### src/hw/rtl/srd_pkg.sv
// Shared types and constants of the single rectangle detector.
`timescale 1ns / 1ps
`default_nettype none

package srd_pkg;

   // Largest frame size and the widths that follow from it
   localparam int MAX_ROWS = 1024;
   localparam int MAX_COLS = 1024;
   localparam int SIZE_W   = 11;
   localparam int ROW_W    = $clog2(MAX_ROWS);
   localparam int COL_W    = $clog2(MAX_COLS);
   localparam int COUNT_W  = $clog2(MAX_ROWS * MAX_COLS + 1);
   localparam int SPAN_W   = ((ROW_W > COL_W) ? ROW_W : COL_W) + 1;
   localparam int AREA_W   = 2 * SPAN_W;
   localparam int CSR_IDX_W = 2;

   localparam logic [SIZE_W-1:0] MAX_ROWS_SIZE = SIZE_W'(MAX_ROWS);
   localparam logic [SIZE_W-1:0] MAX_COLS_SIZE = SIZE_W'(MAX_COLS);

   // Register indexes of the configuration port
   localparam logic [CSR_IDX_W-1:0] REG_IMAGE_ROWS = CSR_IDX_W'(0);
   localparam logic [CSR_IDX_W-1:0] REG_IMAGE_COLS = CSR_IDX_W'(1);

   // Frame verdict
   typedef enum logic [1:0] {
      STATUS_NONE  = 2'd0,
      STATUS_RECT  = 2'd1,
      STATUS_OTHER = 2'd2
   } status_type;

   // Last row and column index of the current frame size
   typedef struct packed {
      logic [ROW_W-1:0] last_row;
      logic [COL_W-1:0] last_col;
   } frame_size_type;

   // Verdict of one frame
   typedef struct packed {
      status_type       status;
      logic [ROW_W-1:0] top_row;
      logic [COL_W-1:0] left_col;
      logic [ROW_W-1:0] bottom_row;
      logic [COL_W-1:0] right_col;
   } result_type;

endpackage

`default_nettype wire

### src/hw/rtl/srd_cfg.sv
// Frame size registers with clamping to the supported range.
`timescale 1ns / 1ps
`default_nettype none

module srd_cfg
   import srd_pkg::*;
(
   input  wire logic                 clock,
   input  wire logic                 reset,
   input  wire logic                 csr_valid,
   input  wire logic [CSR_IDX_W-1:0] csr_index,
   input  wire logic [SIZE_W-1:0]    csr_wdata,
   output frame_size_type            frame_size
);

   logic [SIZE_W-1:0] rows_ff;
   logic [SIZE_W-1:0] cols_ff;
   logic [SIZE_W-1:0] rows_eff;
   logic [SIZE_W-1:0] cols_eff;

   // Take register writes; unknown indexes are dropped
   always_ff @(posedge clock) begin
      if (reset) begin
         rows_ff <= SIZE_W'(1);
         cols_ff <= SIZE_W'(1);
      end else if (csr_valid) begin
         case (csr_index)
            REG_IMAGE_ROWS: rows_ff <= csr_wdata;
            REG_IMAGE_COLS: cols_ff <= csr_wdata;
            default: ;
         endcase
      end
   end

   // Clamp zero to one and large sizes to the maximum, then form last index
   always_comb begin
      rows_eff = rows_ff;
      if (rows_ff == '0) rows_eff = SIZE_W'(1);
      else if (rows_ff > MAX_ROWS_SIZE) rows_eff = MAX_ROWS_SIZE;
      cols_eff = cols_ff;
      if (cols_ff == '0) cols_eff = SIZE_W'(1);
      else if (cols_ff > MAX_COLS_SIZE) cols_eff = MAX_COLS_SIZE;
      frame_size.last_row = ROW_W'(rows_eff - SIZE_W'(1));
      frame_size.last_col = COL_W'(cols_eff - SIZE_W'(1));
   end

endmodule

`default_nettype wire

### src/hw/rtl/srd_track.sv
// Raster position, bounding box and black pixel count of the current frame.
`timescale 1ns / 1ps
`default_nettype none

module srd_track
   import srd_pkg::*;
(
   input  wire logic           clock,
   input  wire logic           reset,
   input  wire logic           advance,
   input  wire logic           pixel_black,
   input  wire frame_size_type frame_size,
   output logic                frame_end,
   output result_type          result
);

   logic [ROW_W-1:0]   row_ff, row_in;
   logic [COL_W-1:0]   col_ff, col_in;
   logic               seen_ff, seen_in;
   logic [ROW_W-1:0]   top_ff, top_in;
   logic [COL_W-1:0]   left_ff, left_in;
   logic [ROW_W-1:0]   bottom_ff, bottom_in;
   logic [COL_W-1:0]   right_ff, right_in;
   logic [COUNT_W-1:0] count_ff, count_in;

   logic               first_black;
   logic               row_end;
   logic [SPAN_W-1:0]  height;
   logic [SPAN_W-1:0]  width;
   logic [AREA_W-1:0]  area;

   // Grow the bounding box with this pixel
   always_comb begin
      first_black = pixel_black && !seen_ff;
      seen_in     = seen_ff || pixel_black;
      top_in      = first_black ? row_ff : top_ff;
      left_in     = left_ff;
      right_in    = right_ff;
      bottom_in   = bottom_ff;
      if (first_black) begin
         left_in   = col_ff;
         right_in  = col_ff;
         bottom_in = row_ff;
      end else if (pixel_black) begin
         if (col_ff < left_ff)    left_in   = col_ff;
         if (col_ff > right_ff)   right_in  = col_ff;
         if (row_ff > bottom_ff)  bottom_in = row_ff;
      end
      count_in = count_ff + COUNT_W'(pixel_black);
   end

   // Detect the end of row and frame
   always_comb begin
      row_end   = col_ff >= frame_size.last_col;
      frame_end = row_end && (row_ff >= frame_size.last_row);
      row_in    = row_end ? row_ff + ROW_W'(1) : row_ff;
      col_in    = row_end ? '0 : col_ff + COL_W'(1);
   end

   // Solid rectangle when the box area equals the black count
   always_comb begin
      height = SPAN_W'(bottom_in) - SPAN_W'(top_in) + SPAN_W'(1);
      width  = SPAN_W'(right_in) - SPAN_W'(left_in) + SPAN_W'(1);
      area   = height * width;
      result = '0;
      if (!seen_in) begin
         result.status = STATUS_NONE;
      end else if (area == AREA_W'(count_in)) begin
         result.status     = STATUS_RECT;
         result.top_row    = top_in;
         result.left_col   = left_in;
         result.bottom_row = bottom_in;
         result.right_col  = right_in;
      end else begin
         result.status = STATUS_OTHER;
      end
   end

   // Advance on each pixel; clear everything after the last one
   always_ff @(posedge clock) begin
      if (reset || (advance && frame_end)) begin
         row_ff    <= '0;
         col_ff    <= '0;
         seen_ff   <= 1'b0;
         top_ff    <= '0;
         left_ff   <= '0;
         bottom_ff <= '0;
         right_ff  <= '0;
         count_ff  <= '0;
      end else if (advance) begin
         row_ff    <= row_in;
         col_ff    <= col_in;
         seen_ff   <= seen_in;
         top_ff    <= top_in;
         left_ff   <= left_in;
         bottom_ff <= bottom_in;
         right_ff  <= right_in;
         count_ff  <= count_in;
      end
   end

endmodule

`default_nettype wire

### src/hw/rtl/single_rectangle_detector.sv
// Top level of the single rectangle detector.
`timescale 1ns / 1ps
`default_nettype none

// Takes one binary pixel per request in raster order (1 black) and, on the
// last pixel of each frame, returns one verdict: no black pixel, exactly one
// solid axis-aligned rectangle (with its top, left, bottom and right), or
// anything else; coordinates read zero unless a rectangle is found. Frame
// size comes from image_rows and image_cols (index 0 and 1, reset 1; zero acts
// as one and anything above 1024 as 1024). A pixel is taken every clock while
// req_stall is low and held in the input register; when the last pixel of a
// frame moves on, its verdict is loaded into the result register. The pixel
// pipeline holds only while a verdict waits in the result register under stall.
module single_rectangle_detector
   import srd_pkg::*;
(
   input  wire logic                 clock,
   input  wire logic                 reset,
   input  wire logic                 req_valid,
   output logic                      req_stall,
   input  wire logic                 req_pixel_black,
   output logic                      rsp_valid,
   input  wire logic                 rsp_stall,
   output logic [1:0]                rsp_status,
   output logic [ROW_W-1:0]          rsp_top_row,
   output logic [COL_W-1:0]          rsp_left_col,
   output logic [ROW_W-1:0]          rsp_bottom_row,
   output logic [COL_W-1:0]          rsp_right_col,
   input  wire logic                 csr_valid,
   output logic                      csr_ready,
   input  wire logic [CSR_IDX_W-1:0] csr_index,
   input  wire logic [SIZE_W-1:0]    csr_wdata
);

   frame_size_type frame_size;
   result_type     result;
   logic           frame_end;
   logic           advance;

   logic           pix_valid_ff;
   logic           pix_ff;
   logic           rsp_valid_ff;
   result_type     rsp_ff;

   assign csr_ready = 1'b1;

   srd_cfg u_cfg (
      .clock      (clock),
      .reset      (reset),
      .csr_valid  (csr_valid),
      .csr_index  (csr_index),
      .csr_wdata  (csr_wdata),
      .frame_size (frame_size)
   );

   srd_track u_track (
      .clock       (clock),
      .reset       (reset),
      .advance     (advance),
      .pixel_black (pix_ff),
      .frame_size  (frame_size),
      .frame_end   (frame_end),
      .result      (result)
   );

   // Move the held pixel on whenever the result register can take a verdict
   assign advance   = pix_valid_ff && (!rsp_valid_ff || !rsp_stall);
   assign req_stall = pix_valid_ff && !advance;

   // Input register
   always_ff @(posedge clock) begin
      if (reset) begin
         pix_valid_ff <= 1'b0;
      end else if (!req_stall) begin
         pix_valid_ff <= req_valid;
      end
   end

   always_ff @(posedge clock) begin
      if (!req_stall) begin
         pix_ff <= req_pixel_black;
      end
   end

   // Result register: load on the last pixel, drop once taken
   always_ff @(posedge clock) begin
      if (reset) begin
         rsp_valid_ff <= 1'b0;
      end else if (advance && frame_end) begin
         rsp_valid_ff <= 1'b1;
      end else if (!rsp_stall) begin
         rsp_valid_ff <= 1'b0;
      end
   end

   always_ff @(posedge clock) begin
      if (advance && frame_end) begin
         rsp_ff <= result;
      end
   end

   assign rsp_valid      = rsp_valid_ff;
   assign rsp_status     = rsp_ff.status;
   assign rsp_top_row    = rsp_ff.top_row;
   assign rsp_left_col   = rsp_ff.left_col;
   assign rsp_bottom_row = rsp_ff.bottom_row;
   assign rsp_right_col  = rsp_ff.right_col;

   // Coordinates are zero unless a rectangle was found
   assert property (@(posedge clock) disable iff (reset)
      (rsp_valid && rsp_status != STATUS_RECT) |->
         (rsp_top_row == '0 && rsp_left_col == '0 &&
          rsp_bottom_row == '0 && rsp_right_col == '0))
      else $error("coordinates set without a rectangle");

   // A reported rectangle is never inverted
   assert property (@(posedge clock) disable iff (reset)
      (rsp_valid && rsp_status == STATUS_RECT) |->
         (rsp_top_row <= rsp_bottom_row && rsp_left_col <= rsp_right_col))
      else $error("inverted rectangle reported");

   // A held pixel is lost only when it advances into the tracker
   assert property (@(posedge clock) disable iff (reset)
      (pix_valid_ff && !advance) |=> pix_valid_ff)
      else $error("pixel dropped from input register");

   // A verdict is never overwritten while it waits under stall
   assert property (@(posedge clock) disable iff (reset)
      (rsp_valid_ff && rsp_stall) |-> !advance)
      else $error("waiting verdict overwritten");

endmodule

`default_nettype wire

### config.mk
export PLATFORM = sky130hd
export DESIGN_NAME = single_rectangle_detector
export DESIGN_NICKNAME = d
export VERILOG_FILES = /design/src/hw/rtl/srd_pkg.sv /design/src/hw/rtl/srd_cfg.sv /design/src/hw/rtl/srd_track.sv /design/src/hw/rtl/single_rectangle_detector.sv
export SDC_FILE = /design/constraint.sdc
export NUM_CORES = 1
export LEC_CHECK = 0
export BUFFER_PORTS_ARGS = -buffer_cell sky130_fd_sc_hd__buf_2
export CAP_MARGIN = 20
export CORE_ASPECT_RATIO = 0.75
export CORE_MARGIN = 1
export CORE_UTILIZATION = 43
export DETAILED_ROUTE_END_ITERATION = 10
export SYNTH_ARGS = -nofsm -noshare
export SYNTH_HDL_FRONTEND = slang
export SYNTH_SLANG_ARGS = --single-unit
### constraint.sdc
create_clock -name clock -period 10.63 [get_ports clock]
set_input_delay 1.063 -clock clock [delete_from_list [all_inputs] [get_ports clock]]
set_output_delay 1.063 -clock clock [all_outputs]
set_load 0.05 [all_outputs]
==> reports/metrics.yaml <==
grt:
  first_global_vias: 9698
  antenna_found_initial: 0
  grt_max_degree: 73
  overflow: 0
  grt_pass1_wl_um: 52700
  grt_usage_pct: 21.1
sta:
  fmax_mhz: 100
  tightestPinTransition_ns: 1.03
  setup_viol: 0
  final.setup.tns_ns: 0
  period_share_pct: 94.0
  relSlewSlack_pct: 30.9
  fin_crit_ns: 9.99
  finClkSkew_ns: 0.0109
  hold_viol: 0
  final-max-slew-violation-count: 0
  rsz0062_at_grt: "no"
place:
  globalplace.congestion: 0.889
  hpwl_um: 25300
  place.port_buffers: 62
synth:
  postSynthAreaPerCell_sq_um: 8.93
  synth-main-ff-cell: "dfxtp_1"
  synth_top_cell_by_area: "dfxtp_1"
  yosys.area.top_type_share_pct: 15.8
  ys_top_cells_by_area: "dfxtp_1 (16%), ha_1 (14%), fa_1 (12%), edfxtp_1 (9.6%), nor2_1 (4.6%)"
  post_synth_instance_area_sq_um: 13500
  ys_warn_count: 0
  synth_edf_count: 43
  synth_nets: 1761
  async_flop_share_pct: 0
  yosysUniqueCellTypes: 65
  synth_cells: 1507
  synth_seq_cells: 149
  ys_seq_area_share_pct: 25.4
clock_tree:
  htreeDepth: 4
  cts.path.max_buffers: 2
  clock-root-buffer: "clkbuf_16"
  cts_buffers: 17
  cts_tree: "yes"
  cts.sinks: 149
  cts.reportedPaths.clkPinSlew_ns: 0.07
  clk_latency_ns: 0.45
setup_path:
  crit_arrival_ns: 10.28
  rrSetupSlack_ns: 0.64
  reg2reg_from: "u_track.col_ff[2]$_SDFFE_PP0P_"
  crit_path_max_incr_delay_ns: 0.56
  cp_slowest_cell: "fa_1"
  cp-start-kind: "register"
  critical_path.startpoint: "u_track.col_ff[2]$_SDFFE_PP0P_"
  endpoint_kind: "register"
  cp.depth: 35
  critPathTopFamily: "adder cells"
  cp_common_cell: "fa_1"
  worstSetupPathType: "reg2reg"
  worst-path-buf-inv: 4
  path_max_fanout: 41
  r2r_cells: 35
  cp.required_ns: 10.92
die:
  core_sq_um: 30500
  io_pins: 64
  die_height_um: 155
  die_area_sq_um: 32000
  fp.dieW_um: 206
  rows: 55
  initial_core_util_pct: 44.1
finish:
  multi_input_area_sq_um: 9200
  area_growth_pct: 10.4
  num-nets-final: 1804
  regArea_sq_um: 3420
  fillCellCount: 2887
  diodes: 0
  final_layout_size_suffix_gt1_share_pct: 11.8
  fin_util_pct: 48.7
route:
  num_vias: 10600
  route.detailed.drc: 12
  firstDrtPassIters: 10
  wirelength_um: 33000
  dr.first_iter.drc_count: 700
  ant_nets: 0
  via_per_inst: 5.40
  wl_per_cell_um: 16.8
job:
  maxCapViolations: 0
hold_path:
  hold_class: "reg2reg"
  holdPathStages: 2
  hp-start: "u_track.count_ff[0]$_SDFFE_PP0P_"
run_status:
  failed_checks: "DRC"
  status: "finished with violations"
==> stage by stage <==
step                      area, sq um  worst slack (ns)  hold slack [ns]  instances
final                           14900             0.640            0.458       1962
after global routing            14900           0.00185            0.509       1962
after CTS                       14800             0.109            0.462       1960
after detailed placement        14200             0.163            0.453       1928
after global placement          14200             0.379            0.445       1928
after floorplan                 13500             0.951            0.440       1507
==> path summary, 6_finish.rpt <==
kind                                           end
setup / recovery     rsp_left_col[1]$_SDFFCE_PN0P_
hold reg to reg   u_track.count_ff[0]$_SDFFE_PP0P_
hold / removal    u_track.count_ff[0]$_SDFFE_PP0P_
setup reg to reg     rsp_left_col[1]$_SDFFCE_PN0P_
==> worst register-to-register path: cells and delay by family, from the launching register on <==
family	cells	cell delay, ns
AND/OR/NAND/NOR	7	1.21
buffers and inverters	4	0.55
adder cells (fa/ha/maj)	9	3.97
XOR/XNOR	1	0.10
AO/OA/AOI/OAI	14	3.59
flip-flops	1	0.43
==> flip-flops by register name, summed over array words and instances, names as in the netlist <==
register	cells
pix_ff	1
pix_valid_ff	1
rsp_bottom_row	10
rsp_left_col	10
rsp_right_col	10
rsp_status	2
rsp_top_row	10
rsp_valid	1
u_cfg.cols_ff	11
u_cfg.rows_ff	11
u_track.bottom_ff	10
u_track.col_ff	10
u_track.count_ff	21
u_track.left_ff	10
u_track.right_ff	10
u_track.row_ff	10
u_track.seen_ff	1
u_track.top_ff	10
==> logic make-up (layout without fill, tap and decap cells) <==
family / after synthesis / count (layout) / share of synthesized area [%]
AO/OA/AOI/OAI: 221 / 221 / 10.8
XOR/XNOR: 106 / 106 / 7.00
adder cells (fa/ha/maj): 235 / 235 / 26.4
buffers and inverters: 232 / 288 / 6.80
flip-flops: 149 / 149 / 25.4
multiplexers: 57 / 57 / 4.25
other: 1 / 1 / 0.0279
AND/OR/NAND/NOR: 506 / 506 / 19.4
==> per-layer routing <==
layer / wire (um) / part of all wire [%] / global-route usage (%) / vias up
li1: - / - / - / 5203
met1: 17500 / 53 / 33.9 / 5105
met3: 1900 / 5.8 / 3.94 / 26
met4: 347 / 1.1 / 4.94 / 0
met5: 0 / 0 / 0 / -
met2: 13300 / 40 / 28.5 / 261
==> cells in the final DEF (no fill, tap or decap), drive strengths merged, types with 22 or more instances in the layout <==
cell type and count:
nand2 114, ha 153, a21o 22, o21ai 30
xor2 45, fa 82, buf 94, a211oi 34
nor2 164, a21oi 72, edfxtp 43, mux2i 56
xnor2 60, nor3 60, nand3 24, and2 53
inv 165, dfxtp 106
==> cells in the mapped netlist, drive strengths merged, types with 45 or more instances <==
| cell | instances |
|---|---|
| ha | 153 |
| and2 | 53 |
| clkbuf | 48 |
| nand2 | 114 |
| fa | 82 |
| nor2 | 164 |
| xnor2 | 60 |
| xor2 | 45 |
| mux2i | 56 |
| nor3 | 60 |
| inv | 162 |
| dfxtp | 106 |
| a21oi | 72 |
==> what timing repair did <==
item,CTS,global route
buffers inserted,0,1
resized for setup,0,11
hold buffers,0,0
endpoints found under the setup margin,0,42
==> layout make-up <==
cell class	count	area share [%]
Clock buffer	20	3.08
Clock inverter	12	0.691
Inverter	162	4.09
Multi-Input combinational cell	1126	61.9
Sequential cell	149	23.0
Tap cell	399	3.36
Timing Repair Buffer	94	3.84
Power is left out: the tool's default activity adds up to more than one toggle a clock period on the data nets, which glitch-free logic cannot reach.
